### src/design/idll_pkg.sv
`default_nettype none
package idll_pkg;
	localparam int CAPACITY_DEF   = 16;
	localparam int DATA_WIDTH_DEF = 32;
	localparam int OP_W           = 3;
	localparam int STATUS_W       = 2;

	localparam logic [OP_W-1:0] OP_PUSH_FRONT = 3'd0;
	localparam logic [OP_W-1:0] OP_PUSH_BACK  = 3'd1;
	localparam logic [OP_W-1:0] OP_INSERT     = 3'd2;
	localparam logic [OP_W-1:0] OP_POP_FRONT  = 3'd3;
	localparam logic [OP_W-1:0] OP_POP_BACK   = 3'd4;
	localparam logic [OP_W-1:0] OP_ERASE      = 3'd5;
	localparam logic [OP_W-1:0] OP_READ       = 3'd6;
	localparam logic [OP_W-1:0] OP_WRITE      = 3'd7;

	localparam logic [STATUS_W-1:0] ST_OK    = 2'd0;
	localparam logic [STATUS_W-1:0] ST_RANGE = 2'd1;
	localparam logic [STATUS_W-1:0] ST_EMPTY = 2'd2;
	localparam logic [STATUS_W-1:0] ST_FULL  = 2'd3;
endpackage
`default_nettype wire

### src/design/idll_if.sv
`default_nettype none
interface idll_in_if #(
	parameter int POS_W  = 5,
	parameter int DATA_W = 32
);
	logic                        valid;
	logic                        ready;
	logic [idll_pkg::OP_W-1:0]   opcode;
	logic [POS_W-1:0]            position;
	logic [DATA_W-1:0]           data_in;

	modport source(output valid, opcode, position, data_in, input ready);
	modport sink(input valid, opcode, position, data_in, output ready);
endinterface

interface idll_out_if #(
	parameter int CNT_W  = 5,
	parameter int DATA_W = 32
);
	logic                          valid;
	logic                          ready;
	logic [idll_pkg::STATUS_W-1:0] status;
	logic [CNT_W-1:0]              count;
	logic [DATA_W-1:0]             data_out;

	modport source(output valid, status, count, data_out, input ready);
	modport sink(input valid, status, count, data_out, output ready);
endinterface
`default_nettype wire

### src/design/idll_ram.sv
`default_nettype none
module idll_ram #(
	parameter int WIDTH = 8,
	parameter int DEPTH = 16
) (
	input  wire logic                     clk,
	input  wire logic                     we,
	input  wire logic [$clog2(DEPTH)-1:0] waddr,
	input  wire logic [WIDTH-1:0]         wdata,
	input  wire logic [$clog2(DEPTH)-1:0] raddr,
	output logic      [WIDTH-1:0]         rdata
);
	logic [WIDTH-1:0] mem [DEPTH];

	always_ff @(posedge clk) begin
		if (we) begin
			mem[waddr] <= wdata;
		end
		rdata <= mem[raddr];
	end
endmodule
`default_nettype wire

### src/design/indexed_doubly_linked_list.sv
`default_nettype none
// Doubly linked list engine over CAPACITY nodes held in four single-port-write RAMs
// (values, next links, prev links, free node stack). One request is handled at a
// time and returns one response with status, element count after the operation and
// the read or removed value. A rejected request goes straight to the output
// state; push, pop and end-position insert, erase and read pass through the walk
// and node states, write ends in the walk state, and an insert in the middle adds
// a state for its second link update; a positional operation walks links from the
// nearer end, following at most CAPACITY/2 links. A new request is taken while the
// previous response still waits on rsp.
module indexed_doubly_linked_list #(
	parameter int CAPACITY   = idll_pkg::CAPACITY_DEF,
	parameter int DATA_WIDTH = idll_pkg::DATA_WIDTH_DEF
) (
	input  wire logic clk,
	input  wire logic arst_n,
	idll_in_if.sink   req,
	idll_out_if.source rsp
);
	localparam int CW = $clog2(CAPACITY + 1);
	localparam int IW = $clog2(CAPACITY);

	localparam logic [2:0] S_IDLE = 3'd0;
	localparam logic [2:0] S_WALK = 3'd1;
	localparam logic [2:0] S_NODE = 3'd2;
	localparam logic [2:0] S_INS2 = 3'd3;
	localparam logic [2:0] S_OUT  = 3'd4;

	logic [2:0]                        state_q;
	logic [idll_pkg::OP_W-1:0]         act_q;
	logic [DATA_WIDTH-1:0]             data_q;
	logic [IW-1:0]                     node_q, n_q, p_q, head_q, tail_q;
	logic [CW-1:0]                     steps_q, count_q, fresh_q, sp_q;
	logic                              dir_q, pend_q;
	logic [idll_pkg::STATUS_W-1:0]     res_status_q, out_status_q;
	logic [DATA_WIDTH-1:0]             res_data_q, out_data_q;
	logic [CW-1:0]                     out_count_q;
	logic                              out_valid_q;

	logic                  val_we, nxt_we, prv_we, stk_we;
	logic [IW-1:0]         val_wa, nxt_wa, prv_wa, stk_wa;
	logic [DATA_WIDTH-1:0] val_wd, val_rd;
	logic [IW-1:0]         nxt_wd, prv_wd, stk_wd, nxt_rd, prv_rd, stk_rd;
	logic [IW-1:0]         cur, n_new, stk_ra;
	logic                  fresh_ok, accept, out_load;
	logic [CW-1:0]         pos, count_m1;

	idll_ram #(.WIDTH(DATA_WIDTH), .DEPTH(CAPACITY)) u_val (
		.clk(clk), .we(val_we), .waddr(val_wa), .wdata(val_wd), .raddr(cur), .rdata(val_rd)
	);
	idll_ram #(.WIDTH(IW), .DEPTH(CAPACITY)) u_nxt (
		.clk(clk), .we(nxt_we), .waddr(nxt_wa), .wdata(nxt_wd), .raddr(cur), .rdata(nxt_rd)
	);
	idll_ram #(.WIDTH(IW), .DEPTH(CAPACITY)) u_prv (
		.clk(clk), .we(prv_we), .waddr(prv_wa), .wdata(prv_wd), .raddr(cur), .rdata(prv_rd)
	);
	idll_ram #(.WIDTH(IW), .DEPTH(CAPACITY)) u_stk (
		.clk(clk), .we(stk_we), .waddr(stk_wa), .wdata(stk_wd), .raddr(stk_ra), .rdata(stk_rd)
	);

	assign req.ready    = (state_q == S_IDLE);
	assign accept       = req.valid && req.ready;
	assign pos          = req.position;
	assign count_m1     = count_q - CW'(1);
	assign cur          = pend_q ? (dir_q ? nxt_rd : prv_rd) : node_q;
	assign stk_ra       = IW'(sp_q - CW'(1));
	assign fresh_ok     = (fresh_q != CW'(CAPACITY));
	assign n_new        = fresh_ok ? fresh_q[IW-1:0] : stk_rd;
	assign out_load     = (state_q == S_OUT) && (!out_valid_q || rsp.ready);
	assign rsp.valid    = out_valid_q;
	assign rsp.status   = out_status_q;
	assign rsp.count    = out_count_q;
	assign rsp.data_out = out_data_q;

	always_comb begin
		val_we = 1'b0; val_wa = node_q; val_wd = data_q;
		nxt_we = 1'b0; nxt_wa = n_new;  nxt_wd = node_q;
		prv_we = 1'b0; prv_wa = n_new;  prv_wd = node_q;
		stk_we = 1'b0; stk_wa = sp_q[IW-1:0]; stk_wd = node_q;
		unique case (state_q)
			S_WALK: begin
				if (steps_q == '0 && act_q == idll_pkg::OP_WRITE) begin
					val_we = 1'b1;
					val_wa = cur;
				end
			end
			S_NODE: begin
				unique case (act_q)
					idll_pkg::OP_PUSH_FRONT: begin
						val_we = 1'b1; val_wa = n_new;
						nxt_we = 1'b1; nxt_wa = n_new; nxt_wd = head_q;
						prv_we = (count_q != '0); prv_wa = head_q; prv_wd = n_new;
					end
					idll_pkg::OP_PUSH_BACK: begin
						val_we = 1'b1; val_wa = n_new;
						prv_we = 1'b1; prv_wa = n_new; prv_wd = tail_q;
						nxt_we = (count_q != '0); nxt_wa = tail_q; nxt_wd = n_new;
					end
					idll_pkg::OP_INSERT: begin
						val_we = 1'b1; val_wa = n_new;
						nxt_we = 1'b1; nxt_wa = n_new; nxt_wd = node_q;
						prv_we = 1'b1; prv_wa = node_q; prv_wd = n_new;
					end
					idll_pkg::OP_POP_FRONT, idll_pkg::OP_POP_BACK: begin
						stk_we = 1'b1;
					end
					idll_pkg::OP_ERASE: begin
						stk_we = 1'b1;
						nxt_we = 1'b1; nxt_wa = prv_rd; nxt_wd = nxt_rd;
						prv_we = 1'b1; prv_wa = nxt_rd; prv_wd = prv_rd;
					end
					default: begin
					end
				endcase
			end
			S_INS2: begin
				prv_we = 1'b1; prv_wa = n_q; prv_wd = p_q;
				nxt_we = 1'b1; nxt_wa = p_q; nxt_wd = n_q;
			end
			default: begin
			end
		endcase
	end

	always_ff @(posedge clk or negedge arst_n) begin
		if (!arst_n) begin
			state_q     <= S_IDLE;
			count_q     <= '0;
			fresh_q     <= '0;
			sp_q        <= '0;
			pend_q      <= 1'b0;
			out_valid_q <= 1'b0;
		end else begin
			if (out_load) begin
				out_valid_q <= 1'b1;
			end else if (rsp.ready) begin
				out_valid_q <= 1'b0;
			end
			unique case (state_q)
				S_IDLE: begin
					if (accept) begin
						data_q       <= req.data_in;
						res_status_q <= idll_pkg::ST_OK;
						res_data_q   <= '0;
						pend_q       <= 1'b0;
						steps_q      <= '0;
						act_q        <= req.opcode;
						node_q       <= head_q;
						dir_q        <= 1'b1;
						state_q      <= S_WALK;
						unique case (req.opcode)
							idll_pkg::OP_PUSH_FRONT, idll_pkg::OP_PUSH_BACK: begin
								if (count_q == CW'(CAPACITY)) begin
									res_status_q <= idll_pkg::ST_FULL;
									state_q      <= S_OUT;
								end
							end
							idll_pkg::OP_INSERT: begin
								priority if (pos > count_q) begin
									res_status_q <= idll_pkg::ST_RANGE;
									state_q      <= S_OUT;
								end else if (count_q == CW'(CAPACITY)) begin
									res_status_q <= idll_pkg::ST_FULL;
									state_q      <= S_OUT;
								end else if (pos == '0) begin
									act_q <= idll_pkg::OP_PUSH_FRONT;
								end else if (pos == count_q) begin
									act_q <= idll_pkg::OP_PUSH_BACK;
								end else if (pos < (count_q >> 1)) begin
									steps_q <= pos;
								end else begin
									node_q  <= tail_q;
									dir_q   <= 1'b0;
									steps_q <= count_m1 - pos;
								end
							end
							idll_pkg::OP_POP_FRONT, idll_pkg::OP_POP_BACK: begin
								if (count_q == '0) begin
									res_status_q <= idll_pkg::ST_EMPTY;
									state_q      <= S_OUT;
								end
								if (req.opcode == idll_pkg::OP_POP_BACK) begin
									node_q <= tail_q;
								end
							end
							default: begin
								priority if (count_q == '0) begin
									res_status_q <= idll_pkg::ST_EMPTY;
									state_q      <= S_OUT;
								end else if (pos >= count_q) begin
									res_status_q <= idll_pkg::ST_RANGE;
									state_q      <= S_OUT;
								end else if (req.opcode == idll_pkg::OP_ERASE && pos == '0) begin
									act_q <= idll_pkg::OP_POP_FRONT;
								end else if (req.opcode == idll_pkg::OP_ERASE
										&& pos == count_m1) begin
									act_q  <= idll_pkg::OP_POP_BACK;
									node_q <= tail_q;
								end else if (pos < (count_q >> 1)) begin
									steps_q <= pos;
								end else begin
									node_q  <= tail_q;
									dir_q   <= 1'b0;
									steps_q <= count_m1 - pos;
								end
							end
						endcase
					end
				end
				S_WALK: begin
					node_q <= cur;
					if (steps_q != '0) begin
						pend_q  <= 1'b1;
						steps_q <= steps_q - CW'(1);
					end else begin
						pend_q  <= 1'b0;
						state_q <= (act_q == idll_pkg::OP_WRITE) ? S_OUT : S_NODE;
					end
				end
				S_NODE: begin
					state_q <= S_OUT;
					unique case (act_q)
						idll_pkg::OP_PUSH_FRONT, idll_pkg::OP_PUSH_BACK,
						idll_pkg::OP_INSERT: begin
							count_q <= count_q + CW'(1);
							if (fresh_ok) begin
								fresh_q <= fresh_q + CW'(1);
							end else begin
								sp_q <= sp_q - CW'(1);
							end
							if (act_q == idll_pkg::OP_PUSH_FRONT) begin
								head_q <= n_new;
								if (count_q == '0) begin
									tail_q <= n_new;
								end
							end else if (act_q == idll_pkg::OP_PUSH_BACK) begin
								tail_q <= n_new;
								if (count_q == '0) begin
									head_q <= n_new;
								end
							end else begin
								n_q     <= n_new;
								p_q     <= prv_rd;
								state_q <= S_INS2;
							end
						end
						idll_pkg::OP_POP_FRONT, idll_pkg::OP_POP_BACK,
						idll_pkg::OP_ERASE: begin
							count_q    <= count_m1;
							sp_q       <= sp_q + CW'(1);
							res_data_q <= val_rd;
							if (act_q == idll_pkg::OP_POP_FRONT) begin
								head_q <= nxt_rd;
							end else if (act_q == idll_pkg::OP_POP_BACK) begin
								tail_q <= prv_rd;
							end
						end
						idll_pkg::OP_READ: begin
							res_data_q <= val_rd;
						end
						default: begin
						end
					endcase
				end
				S_INS2: begin
					state_q <= S_OUT;
				end
				S_OUT: begin
					if (out_load) begin
						state_q <= S_IDLE;
					end
				end
				default: begin
					state_q <= S_IDLE;
				end
			endcase
		end
	end

	always_ff @(posedge clk) begin
		if (out_load) begin
			out_status_q <= res_status_q;
			out_count_q  <= count_q;
			out_data_q   <= res_data_q;
		end
	end
endmodule
`default_nettype wire

### src/flat_wrapper.sv
// flat-port wrapper written by rule: the top's interface ports become plain ports
module indexed_doubly_linked_list_flat 
#(
	parameter int CAPACITY   = idll_pkg::CAPACITY_DEF,
	parameter int DATA_WIDTH = idll_pkg::DATA_WIDTH_DEF
)
  (clk, arst_n, req_valid, req_opcode, req_position, req_data_in, req_ready, rsp_valid, rsp_status, rsp_count, rsp_data_out, rsp_ready);
  idll_in_if #(.POS_W(5), .DATA_W(32)) req_i ();
  idll_out_if #(.CNT_W(5), .DATA_W(32)) rsp_i ();
  input  wire logic clk;
  input  wire logic arst_n;
  input wire logic [$bits(req_i.valid)-1:0] req_valid;
  input wire logic [$bits(req_i.opcode)-1:0] req_opcode;
  input wire logic [$bits(req_i.position)-1:0] req_position;
  input wire logic [$bits(req_i.data_in)-1:0] req_data_in;
  output wire logic [$bits(req_i.ready)-1:0] req_ready;
  output wire logic [$bits(rsp_i.valid)-1:0] rsp_valid;
  output wire logic [$bits(rsp_i.status)-1:0] rsp_status;
  output wire logic [$bits(rsp_i.count)-1:0] rsp_count;
  output wire logic [$bits(rsp_i.data_out)-1:0] rsp_data_out;
  input wire logic [$bits(rsp_i.ready)-1:0] rsp_ready;
  assign req_i.valid = req_valid;
  assign req_i.opcode = req_opcode;
  assign req_i.position = req_position;
  assign req_i.data_in = req_data_in;
  assign req_ready = req_i.ready;
  assign rsp_valid = rsp_i.valid;
  assign rsp_status = rsp_i.status;
  assign rsp_count = rsp_i.count;
  assign rsp_data_out = rsp_i.data_out;
  assign rsp_i.ready = rsp_ready;
  indexed_doubly_linked_list #(.CAPACITY(CAPACITY), .DATA_WIDTH(DATA_WIDTH)) u_core (.clk(clk), .arst_n(arst_n), .req(req_i), .rsp(rsp_i));
endmodule
### config.mk
export PLATFORM = sky130hd
export DESIGN_NAME = indexed_doubly_linked_list_flat
export DESIGN_NICKNAME = d
export VERILOG_FILES = /design/src/design/idll_pkg.sv /design/src/design/idll_if.sv /design/src/design/idll_ram.sv /design/src/design/indexed_doubly_linked_list.sv /design/src/flat_wrapper.sv
export SDC_FILE = /design/constraint.sdc
export NUM_CORES = 1
export LEC_CHECK = 0
export BUFFER_PORTS_ARGS = -buffer_cell sky130_fd_sc_hd__buf_2
export CAP_MARGIN = 20
export CORE_MARGIN = 4
export CORE_UTILIZATION = 38
export CTS_CLUSTER_DIAMETER = 200
export DETAILED_ROUTE_END_ITERATION = 16
export SYNTH_ARGS = -nofsm -noshare
export SYNTH_HDL_FRONTEND = slang
export SYNTH_SLANG_ARGS = --single-unit
### constraint.sdc
create_clock -name clk -period 3.58 [get_ports clk]
set_clock_uncertainty 0.05 [all_clocks]
set_input_delay 0.716 -clock clk [delete_from_list [all_inputs] [get_ports clk]]
set_output_delay 0.716 -clock clk [all_outputs]
set_load 0.005 [all_outputs]
# After elaboration in Yosys (flattened, before gate mapping)
# Memory sizes are Yosys's and may differ from the RTL's. A register that Yosys moved wholly into a read port is not among the register bits.
# Cells that the tools add are included.
# W data, S select, Z words.
[word_totals]
memories = 4
register_bits = 154
ramBits = 704
out_inout_bits = 41
[op_classes]
bitwise_logic = 2
n_mux = 117
reduce_logical = 40
n_eq_ne = 32
add_sub_neg = 7
n_lt_le_gt_ge = 3
[mem_list]
columns = ["name", "words", "width", "rd", "rd_ports_with_merged_regs", "wr", "line_no", "rtl"]
rows = [
  ["u_core.u_val.mem", 16, 32, 1, 1, 1, "idll_ram.sv:13", "logic [WIDTH-1:0] mem [DEPTH];"],
  ["u_core.u_nxt.mem", 16, 4, 1, 1, 1, "idll_ram.sv:13", ""],
  ["u_core.u_prv.mem", 16, 4, 1, 1, 1, "idll_ram.sv:13", ""],
  ["u_core.u_stk.mem", 16, 4, 1, 1, 1, "idll_ram.sv:13", ""],
]
[op_table]
columns = ["cell", "count"]
rows = [
  ["$mux W4", 24],
  ["$pmux W4 S2", 9],
  ["$mux W32", 2],
  ["$pmux W32 S2", 1],
  ["$mux W3", 20],
  ["$mux W5", 12],
  ["$pmux W4 S3", 4],
  ["$pmux W5 S2", 4],
  ["$mux W1", 26],
  ["$eq A3 B3 Y1 const B", 7],
  ["$eq A3 B2 Y1 const B", 6],
  ["$add A5 B1 Y5 const B", 3],
  ["$logic_not A5 Y1", 3],
  ["$pmux W3 S5", 1],
  ["$reduce_and A3 Y1", 5],
  ["$sub A5 B1 Y5 const B", 3],
  ["$pmux W1 S2", 7],
  ["$reduce_or A3 Y1", 4],
  ["$eq A5 B5 Y1", 2],
  ["$ne A2 B2 Y1 const B", 5],
  ["$reduce_bool A5 Y1", 2],
  ["$eq A3 B1 Y1 const B", 3],
  ["$logic_not A3 Y1", 3],
  ["$pmux W3 S3", 1],
  ["24 further kinds", 44],
]

# Longest topological paths before layout
# Gate-level depths: netlist of the first run.
[depth]
ltp_word = 10
depth_mapped = 10
mapped_depth_nobuf = 10

# By module
# A second synthesis of the first run with hierarchy kept.
[hier_totals]
hier_cells = 1877
area_unflattened_um2 = 35444.0
[modules_own_cells]
columns = ["mod", "n_inst", "area_each_um2", "cells_per_inst"]
rows = [
  ["idll_ram (u_core.u_val)", 1, 19835.3, 838],
  ["idll_ram (u_core.u_nxt ...)", 3, 2666.3, 130],
  ["indexed_doubly_linked_list", 1, 7609.8, 649],
]

# Worst setup path after synthesis of the first run
# OpenSTA, ideal clock, no wires.
[synth_path]
path_kind = "reg2reg"
from = "register u_core.steps_q[0]"
to = "memory u_core.u_val.mem[2][0] in the netlist's numbering, enable pin"
t_required_ns = 3.109
path_buffers = 0
t_arrival_ns = 3.223
setup_ns = 0.421
period_less_slack_ns = 3.694
stages_incl_launch_ff = 9
setup_slack_ns = -0.114
cell_sequence = "edfxtp_1 inv_1 ha_1 nor4b_2 nand4_1 and2_1 o21a_1 or3_1 nor2_1"
[synth_between]
elab_chain_cells = 6
word_cells_on_any_way = 8
[synth_rtl]
columns = ["item", "line_no", "rtl"]
rows = [
  ["from (decl)", "indexed_doubly_linked_list.sv:33", "logic [CW-1:0] steps_q, count_q, fresh_q, sp_q;"],
  ["from (signal assigned)", "indexed_doubly_linked_list.sv:170", "steps_q <= pos;"],
  ["from (signal assigned)", "indexed_doubly_linked_list.sv:174", "steps_q <= count_m1 - pos;"],
  ["from (signal assigned)", "indexed_doubly_linked_list.sv:200", "steps_q <= pos;"],
  ["$logic_not A5 Y1 (*)", "indexed_doubly_linked_list.sv:82", "if (steps_q == '0 && act_q == idll_pkg::OP_WRITE) begin"],
  ["$logic_and A1 B1 Y1 (*)", "indexed_doubly_linked_list.sv:82", ""],
  ["$mux W1", "indexed_doubly_linked_list.sv:82", ""],
  ["$pmux W1 S2", "indexed_doubly_linked_list.sv:80", "unique case (state_q)"],
  ["$mux W1", "idll_ram.sv:16", "if (we) begin"],
  ["$mux W1 (not written as such)", "idll_ram.sv:17", "mem[waddr] <= wdata;"],
  ["to (decl)", "idll_ram.sv:13", ""],
]
# Every way passes the cells marked *; elsewhere a longest branch is shown, timed or not.

# Worst setup path after layout of the first run
[layout_path]
from = "register u_core.steps_q[0]"
to = "memory u_core.u_val.mem[13][28] in the netlist's numbering, enable pin"
# The elaborated chain is that of the path after synthesis.

==> results.cfg, run 1 <==
[power]
p_sw_frac = 0.366
fin_total_pwr_w = 0.0367
pwr-share-comb = 0.339
clkPwrFrac = 0.283
power_density_nw_per_um2 = 872
p_leak_nw = 14.6
ir_drop_v = 0.000852
power.internal_w = 0.0233
pwr-share-seq = 0.378
p_sw_w = 0.0135

[route]
via_per_inst = 5.25
dr.pass1.iters = 5
drtIter0Drc = 2149
drtAntennaViolNets = 0
drcViolationCount = 0
drt_wl_total_um = 90100
wire_per_inst_um = 21.2
via_count = 22370

[yosys]
ys.flop_type = edfxtp_1
synthXorXnorAreaFrac = 0.00628
synth_cell_types = 81
synth.area.mux_share = 0.0187
synth-compound-area-share = 0.0546
syn_avg_cell_area_um2 = 12.9
yosys.area_share.simple = 0.159
syn_nets = 2871
async_flop_share = 0.0211
synthAdderAreaFrac = 0.00848
synth_top_family_by_area = simple AND/OR/NAND/NOR gates
syn-instance-count = 2803
ys_seq_elements = 901
netlist_area_um2 = 36300
seq_area_frac_synth = 0.731
synth_edf_count = 838
ys_warn_count = 0

[die]
die_area_um2 = 100000
ios = 85
start_util = 0.382
coreArea_um2 = 94900
rows = 113
die_h_um = 317
die_w_um = 317

[critical_path]
path_max_fanout = 18
worstSetupStartpointType = flip-flop
critPathRequiredTime_ns = 3.86
cp.arrival_ns = 3.64
worst_setup_path_end_kind = flip-flop
critPathKind = reg2reg

[cts]
cts_sinks = 901
cts_resized = 0
post_cts_buffers = 0
cts_buffer_depth = 3
clock_latency_ns = 0.67
cts-root-buf = clkbuf_16
hold_buffers = 1
htree_num_levels = 3
numCtsBuffers = 95
cts_tree = built
path_clk_slew_ns = 0.06

[sta]
max_freq_ghz = 0.297
worst_pin_slew_ns = 0.833
setup_tns_ns = 0
setup_viol = 0
grt_setup_unrepaired = false
min_period_ns = 3.36
fin_crit_sh = 0.939
timing.hold.ws_ns = 0.168
fin_ws_ns = 0.217
relSlewSlack = 0.444
drv_slew = 0
finalHoldViolations = 0

[cells_and_area]
n_antenna_cell = 0
syn2layout_area_growth_pct = 16.2
final_nets = 2979
drive_gt1_frac = 0.133
final_core_util = 0.444

[run]
maxCapViolCount = 0

[global_route]
antenna_found_initial = 0
grt_pass1_vias = 21531
grt_max_degree = 137
grt-ovfl-total = 0
grt.total_usage = 0.177
grt_pass1_wl_um = 135000

[status]
outcome = finished clean

[placed_design]
port_buffers = 84
dpl.hpwl_um = 55400
gp_congestion = 0.879
pre_cts_ws_ns = 0.323

[worst_hold_path]
hp-class = in2reg
==> worst max-delay path, cell delays in order (launching register included) <==
cell and delay, ns:
edfxtp_1 0.40, inv_1 0.10, ha_1 0.14, nor4b_2 0.38
buf_4 0.22, nand4_1 0.10, buf_4 0.20, and2_1 0.18
a211o_1 0.32, nand2b_1 0.40, nor2_4 0.22, buf_4 0.30
==> worst paths after layout <==
check	start	endpoint	slack, ns	depth (start not counted)
worst min-delay path	req_data_in[8]	u_core.data_q[8]	0.17	1
min in group asynchronous	arst_n	u_core.sp_q[0]	0.56	2
max in group asynchronous	arst_n	u_core.count_q[4]	2.53	2
worst max-delay path	u_core.steps_q[0]	u_core.u_val.mem[13][28]	0.22	11
worst min register to register	u_core.res_data_q[29]	u_core.rsp.data_out[29]	0.37	0
worst max register to register	u_core.steps_q[0]	u_core.u_val.mem[13][28]	0.22	11
==> cells in the mapped netlist, types with 3 or more instances <==
master     instances  area, um^2
o211ai_1          81         608
o21a_1            10        75.1
dfxtp_1           44         881
a221o_1            3        30.0
a21oi_1           54         270
nor2b_1            6        37.5
or2_2              4        25.0
a221oi_1           5        43.8
nand4_1           49         307
o22ai_1           24         150
nand3b_1           3        22.5
dfrtp_1           19         475
mux2i_1           12         120
mux2_2             7        78.8
nand3_1          252        1260
buf_1             22        82.6
o221ai_1           3        26.3
nand2b_1          13        81.3
buf_2             33         165
a22oi_1            6        45.0
a311oi_1           4        35.0
o21ai_0           18        90.1
o2bb2ai_1          3        26.3
inv_1             34         128
xnor2_1           20         175
ha_1              23         288
edfxtp_1         838       25200
mux4_2            20         450
a31oi_1           45         282
or3_1              5        31.3
nand2_1          782        2940
clkbuf_1         106         398
nor3_1            24         120
nor2_1           121         454
and2_1            40         250
a21o_1             7        52.6
and3_1             5        31.3
xor2_1             6        52.6
==> through the flow <==
stage               instance area [um^2]  std cells
floorplan                          36300       2803
global placement                   38800       4078
detailed placement                 38800       4078
CTS                                42100       4259
global route                       42100       4259
finish                             42100       4259
==> power by group through the flow <==
stage,clock network (W),registers [W],logic (W)
6_report,0.0104,0.0139,0.0124
4_1_cts,0.0106,0.0139,0.0126
5_1_grt,0.0111,0.0140,0.0137
3_5_place_dp,0,0.0141,0.0125
3_3_place_gp,0,0.0141,0.0124
2_1_floorplan,0,0.0137,0.00803
==> sequential cells by signal, summed over array words and instances (netlist names), 5 cells and up <==
register and count:
u_core.rsp.data_out 32, u_core.res_data_q 32, u_core.rsp.count 5, u_core.u_stk.mem 64
u_core.u_val.mem 512, u_core.data_q 32, u_core.steps_q 5, u_core.u_prv.mem 64
u_core.fresh_q 5, u_core.count_q 5, u_core.u_nxt.mem 64, u_core.u_val.rdata 32
==> cells by family after synthesis <==
kind of cell             after synthesis
flip-flops                           901
AO/OA/AOI/OAI                        288
AND/OR/NAND/NOR                     1326
buffers and inverters                197
multiplexers                          41
adder cells (fa/ha/maj)               24
XOR/XNOR                              26
==> cells in the final DEF (no fill, tap or decap), types with 7 or more instances in the layout <==
| cell type | count |
|---|---|
| a21oi_1 | 52 |
| a31oi_1 | 45 |
| and2_1 | 36 |
| buf_12 | 23 |
| buf_2 | 84 |
| buf_4 | 66 |
| bufinv_16 | 16 |
| clkbuf_1 | 23 |
| clkbuf_16 | 95 |
| clkbuf_8 | 9 |
| clkinv_1 | 8 |
| clkinv_2 | 14 |
| dfrtp_1 | 19 |
| dfxtp_1 | 44 |
| edfxtp_1 | 838 |
| ha_1 | 23 |
| inv_1 | 34 |
| mux2_2 | 7 |
| mux2i_1 | 11 |
| mux4_2 | 20 |
| nand2_1 | 782 |
| nand2b_1 | 13 |
| nand3_1 | 252 |
| nand4_1 | 49 |
| nor2_1 | 103 |
| nor2_4 | 18 |
| nor3_1 | 24 |
| o211ai_1 | 81 |
| o21a_1 | 10 |
| o21ai_0 | 18 |
| o22ai_1 | 24 |
| xnor2_1 | 20 |
==> routing by layer <==
metal	GRT usage	vias up	share of wire
li1	-	10448	-
met1	0.253	11092	0.45
met2	0.282	716	0.47
met3	0.0260	114	0.055
met4	0.0513	0	0.020
met5	0	-	0
==> cell type report <==
cell class                      instances  area [um^2]
Inverter                               34          128
Tap cell                             1265         1580
Clock buffer                          127         2590
Timing Repair Buffer                  174         1390
Sequential cell                       901        26500
Clock inverter                         53          782
Fill cell                            8490        52700
Multi-Input combinational cell       1705         9160
(Power assumes the default switching activity.)
==> run 2: changes to the inputs <==
SYNTH_HIERARCHICAL = 1   (was unset)
==> results.cfg, run 2 <==
[status]
outcome = finished clean

[yosys]
ys_warn_count = 6
seq_area_frac_synth = 0.748
synth_cell_types = 69
ys_seq_elements = 901
syn_nets = 1941
yosysTopAreaCell = edfxtp_1
yosysMostFrequentCell = edfxtp_1
async_flop_share = 0.0211
synth_edf_count = 838
ys.flop_type = edfxtp_1
netlist_area_um2 = 35400
synth.top_cells.by_count = edfxtp_1 (838), mux4_2 (134), nor2_1 (95)
syn_avg_cell_area_um2 = 18.9
synthTopCellsByArea = edfxtp_1 (71%), mux4_2 (8.5%), mux4_1 (3.1%)
synth_top_area_frac = 0.710
syn-instance-count = 1877

[global_route]
grt_pass1_wl_um = 122000
grt-ovfl-total = 0
grt.total_usage = 0.164
grt_max_degree = 88
grt_pass1_vias = 18850
antenna_found_initial = 2

[power]
clkPwrFrac = 0.298
p_leak_nw = 13.9
pwr-share-comb = 0.308
p_sw_w = 0.0107
ir_drop_v = 0.000632
p_sw_frac = 0.315
power.internal_w = 0.0234
power_density_nw_per_um2 = 824
pwr-share-seq = 0.394

[critical_path]
critPathCapture = u_core/u_val/mem[0][27]
rr_worst_depth = 11
reg2reg_to = u_core/u_val/mem[0][27]
worst_setup_path_end_kind = flip-flop
crit_start = u_core/steps_q[0]
critPathRequiredTime_ns = 3.85
cp.arrival_ns = 3.72
worstSetupStartpointType = flip-flop
regToRegStartpoint = u_core/steps_q[0]
path_max_fanout = 32
critPathKind = reg2reg
rrSetupSlack_ns = 0.13

[cells_and_area]
final_cell_mix = edfxtp_1 (838), mux4_2 (134), clkbuf_16 (94)
drive_gt1_frac = 0.248
final_cells = 3392
top_register = u_core/u_val/mem
n_antenna_cell = 0
final_core_util = 0.450
stdcell_area_um2 = 41500
syn2layout_area_growth_pct = 17.0
largest_reg_flops = 512
final_nets = 2133
final_common_cell = edfxtp_1

[cts]
clock_latency_ns = 0.65
post_cts_buffers = 0
cts_buffer_depth = 3
path_clk_slew_ns = 0.06
cts-root-buf = clkbuf_16
cts_tree = built
cts_sinks = 901
htree_num_levels = 3
numCtsBuffers = 93

[route]
dr.pass1.iters = 7
drt_wl_total_um = 81100
drcViolationCount = 0
wire_per_inst_um = 23.9
drtAntennaViolNets = 0
via_per_inst = 5.45
drtIter0Drc = 1767
via_count = 18495

[placed_design]
dpl.hpwl_um = 49800
port_buffers = 84
gp_congestion = 0.839
dp_cells = 3216
place_area_um2 = 38200

[sta]
max_freq_ghz = 0.290
finalHoldViolations = 0
timing.hold.ws_ns = 0.195
min_period_ns = 3.45
setup_viol = 0
fin_crit_sh = 0.963
grt_setup_unrepaired = false
worst_pin_slew_ns = 1.11
drv_slew = 0
relSlewSlack = 0.261

[die]
die_area_um2 = 98200
start_util = 0.385
ios = 85
rows = 111
die_w_um = 313
coreArea_um2 = 92100
die_h_um = 313

[worst_hold_path]
hp-class = in2reg

[run]
maxCapViolCount = 0
## run 2: changes by cell type after synthesis, moves of 42 or more
cell | before | now
nand2_1 | 782 | 93
nand3_1 | 252 | 31
mux4_2 | 20 | 134
a22oi_1 | 6 | 85
o211ai_1 | 81 | 8
clkbuf_1 | 106 | 52
a31oi_1 | 45 | 1
nand4_1 | 49 | 5
mux4_1 | 0 | 42
## run 2: worst max-delay path, cell delays in order (launching register included)
cell and delay [ns]:
edfxtp_1 0.42, inv_1 0.08, ha_1 0.18, nand2b_1 0.08
nor3_1 0.28, nand4_1 0.30, and2_1 0.29, nand2_1 0.09
o221ai_1 0.27, or3b_4 0.57, nor3_4 0.23, buf_12 0.27
## run 2: worst min-delay path by stage
stage / cells after the start / from / end / slack (ns)
floorplan: 0 / u_core/res_data_q[0] / u_core/rsp.data_out[0] / 0.35
global placement: 0 / u_core/res_data_q[16] / u_core/rsp.data_out[16] / 0.35
detailed placement: 0 / u_core/res_data_q[25] / u_core/rsp.data_out[25] / 0.36
CTS: 1 / req_data_in[12] / u_core/data_q[12] / 0.15
global route: 1 / req_data_in[7] / u_core/data_q[7] / 0.15
finish: 1 / req_data_in[12] / u_core/data_q[12] / 0.19
## run 2: layer usage
metal	share of wire	vias up	GRT usage	wire, um
li1	-	8049	-	-
met1	0.43	9651	0.230	34900
met2	0.48	669	0.267	39300
met3	0.065	126	0.0320	5310
met4	0.019	0	0.0382	1530
met5	0	-	0	0
## run 2: area by class of cell
cell class	count	area (um^2)
Inverter	31	116
Sequential cell	901	26500
Fill cell	7823	50600
Multi-Input combinational cell	853	8530
Timing Repair Buffer	189	1460
Clock inverter	55	716
Clock buffer	120	2570
Tap cell	1243	1560
## run 2: power by group through the flow
stage / Combinational [W] / Sequential, W / Clock (W)
2_1_floorplan: 0.00730 / 0.0134 / 0
3_3_place_gp: 0.0105 / 0.0137 / 0
3_5_place_dp: 0.0106 / 0.0137 / 0
4_1_cts: 0.0106 / 0.0135 / 0.0104
5_1_grt: 0.0114 / 0.0135 / 0.0109
6_report: 0.0105 / 0.0135 / 0.0102
## run 2: what timing repair did
item                                    4_1_cts  5_1_grt
gates resized for setup                       0        1
endpoints found under the hold margin         7        0
hold buffers                                  1        0
endpoints found under the setup margin        0        5
## run 2: per-stage QoR
step	power [W]	worst slack, ns	setup TNS (ns)
after floorplan	0.0207	-0.317	-49.25
after global placement	0.0241	0.275	0
after detailed placement	0.0243	0.222	0
after CTS	0.0345	0.201	0
after global routing	0.0358	0.00604	0
final	0.0342	0.133	0
## run 2: cells by family after synthesis
kind of cell | count (synthesis) | share of synthesized area
AO/OA/AOI/OAI | 251 | 0.0477
XOR/XNOR | 25 | 0.00618
adder cells (fa/ha/maj) | 20 | 0.00727
buffers and inverters | 123 | 0.0171
flip-flops | 901 | 0.748
multiplexers | 202 | 0.124
AND/OR/NAND/NOR | 355 | 0.0496
==> run 3: changes to the inputs <==
CORE_UTILIZATION = 43   (was 38)
==> results.cfg, run 3 (synthesis results as in run 2) <==
[critical_path]
cp_cell_sequence = inv_1, ha_1, nand2b_1, nor3_1, nand4_1, buf_4, o221ai_1, nand2_1, nor2_4, buf_4
reg2reg_to = u_core/u_val/mem[15][1]
worstSetupStartpointType = flip-flop
regToRegStartpoint = u_core/steps_q[0]
cp_slowest_cell = o221ai_1
critPathRequiredTime_ns = 3.85
cp.arrival_ns = 3.68
path_delay_family = simple AND/OR/NAND/NOR gates
critPathMaxStageDelay_ns = 0.53
crit_top_cell = buf_4
worst_setup_path_end_kind = flip-flop
rr_worst_depth = 10
cp_num_buf_inv = 3
rrSetupSlack_ns = 0.18
path_max_fanout = 13
critPathKind = reg2reg

[cells_and_area]
drive_gt1_frac = 0.239
final_nets = 2129
final_cell_mix = edfxtp_1 (838), mux4_2 (134), nand2_1 (93)
final_cells = 3212
syn2layout_area_growth_pct = 15.4
top_register = u_core/u_val/mem
n_antenna_cell = 0
fillers = 6568
final_core_util = 0.500
largest_reg_flops = 512
final_common_cell = edfxtp_1

[global_route]
grt_pass1_wl_um = 120000
antenna_found_initial = 2
grt_use_met3 = 0.0281
grt-ovfl-total = 0
grt.total_usage = 0.184
gr-usage-met2 = 0.302
grt_max_degree = 62
grt_use_met1 = 0.255
grt_pass1_vias = 18823
grt_busiest_layer = met2

[placed_design]
gp_congestion = 0.846
port_buffers = 84
pre_cts_ws_ns = 0.226
dpl.hpwl_um = 50000
dp_cells = 3039

[route]
drcViolationCount = 0
dr.pass1.iters = 5
wire_per_inst_um = 24.7
via_per_inst = 5.72
drtAntennaViolNets = 0
drtIter0Drc = 1408
via_count = 18363
drt_wl_total_um = 79400

[power]
fin_total_pwr_w = 0.0332
power_density_nw_per_um2 = 810
p_leak_nw = 13.7
ir_drop_v = 0.000553

[sta]
min_period_ns = 3.40
relSlewSlack = 0.442
setup_tns_ns = 0
fin_ws_ns = 0.176
drv_slew = 0
finalHoldViolations = 0
grt_setup_unrepaired = false
fin_crit_sh = 0.951
setup_viol = 0
max_freq_ghz = 0.294
worst_pin_slew_ns = 0.834

[die]
start_util = 0.433
coreArea_um2 = 81800
rows = 105
ios = 85
die_w_um = 295
die_h_um = 295
die_area_um2 = 87100

[cts]
clock_latency_ns = 0.65
cts_tree = built
htree_num_levels = 3
cts-root-buf = clkbuf_16
cts_buffer_depth = 3
cts_sinks = 901
numCtsBuffers = 92
path_clk_slew_ns = 0.06

[worst_hold_path]
min_from = req_data_in[0]
min_delay_worst_endpoint = u_core/data_q[0]
hold_path_depth = 1
hp-class = in2reg

[status]
outcome = finished clean

[run]
maxCapViolCount = 0
==> run 3: cell count changes in the layout (fill, tap and decap cells not counted), sizes merged <==
| cell | before | now |
|---|---|---|
| bufinv | 14 | 6 |
| clkbuf | 120 | 117 |
| clkinv | 30 | 41 |
| inv | 36 | 35 |
| buf | 188 | 185 |
| clkinvlp | 6 | 3 |
==> run 3: cell type report <==
cell class,instances,area (um^2),share of cell area
sequential,901,26500,0.648
multi-input combinational,853,8530,0.208
clock buffer,117,2430,0.0593
timing repair buffer,186,1480,0.0361
tap,1070,1340,0.0327
clock inverter,54,512,0.0125
inverter,31,116,0.00284
==> run 3: worst max-delay path by stage <==
stage | from | to | slack [ns] | depth (start not counted)
detailed placement | u_core/steps_q[0] | u_core/u_val/mem[4][10] | 0.23 | 10
CTS | u_core/steps_q[0] | u_core/u_val/mem[4][30] | 0.19 | 11
global route | u_core/steps_q[0] | u_core/u_val/mem[13][3] | 0.0007 | 10
floorplan | u_core/fresh_q[0] | u_core/u_val/mem[12][0] | -0.32 | 7
finish | u_core/steps_q[0] | u_core/u_val/mem[15][1] | 0.18 | 10
global placement | u_core/steps_q[0] | u_core/u_val/mem[4][12] | 0.28 | 10
==> run 3: layer usage <==
layer  routed length, um  vias to the layer above
met3                4690                      147
met5                   7                        -
met2               38800                      633
li1                    -                     8032
met1               33500                     9549
met4                2430                        2
==> run 3: power breakdown <==
group / leakage (nW) / total, W / internal (W) / switching, W
Sequential: 8.17 / 0.0135 / 0.0129 / 0.000658
Combinational: 4.09 / 0.0104 / 0.00438 / 0.00605
Clock: 1.44 / 0.00920 / 0.00527 / 0.00393
Total: 13.7 / 0.0331 / 0.0225 / 0.0106
==> run 3: what timing repair did <==
| action | 4_1_cts | 5_1_grt |
|---|---|---|
| setup endpoints to repair | 0 | 9 |
| hold endpoints to repair | 12 | 0 |
| gates resized for setup | 0 | 1 |
| setup buffers | 0 | 1 |
| hold buffers | 1 | 0 |
==> run 3: per-stage QoR <==
stage	area [um^2]	hold WS [ns]
detailed placement	38000	0.355
finish	40900	0.170
global route	40900	0.139
CTS	40900	0.128
floorplan	35500	0.350
global placement	38000	0.351
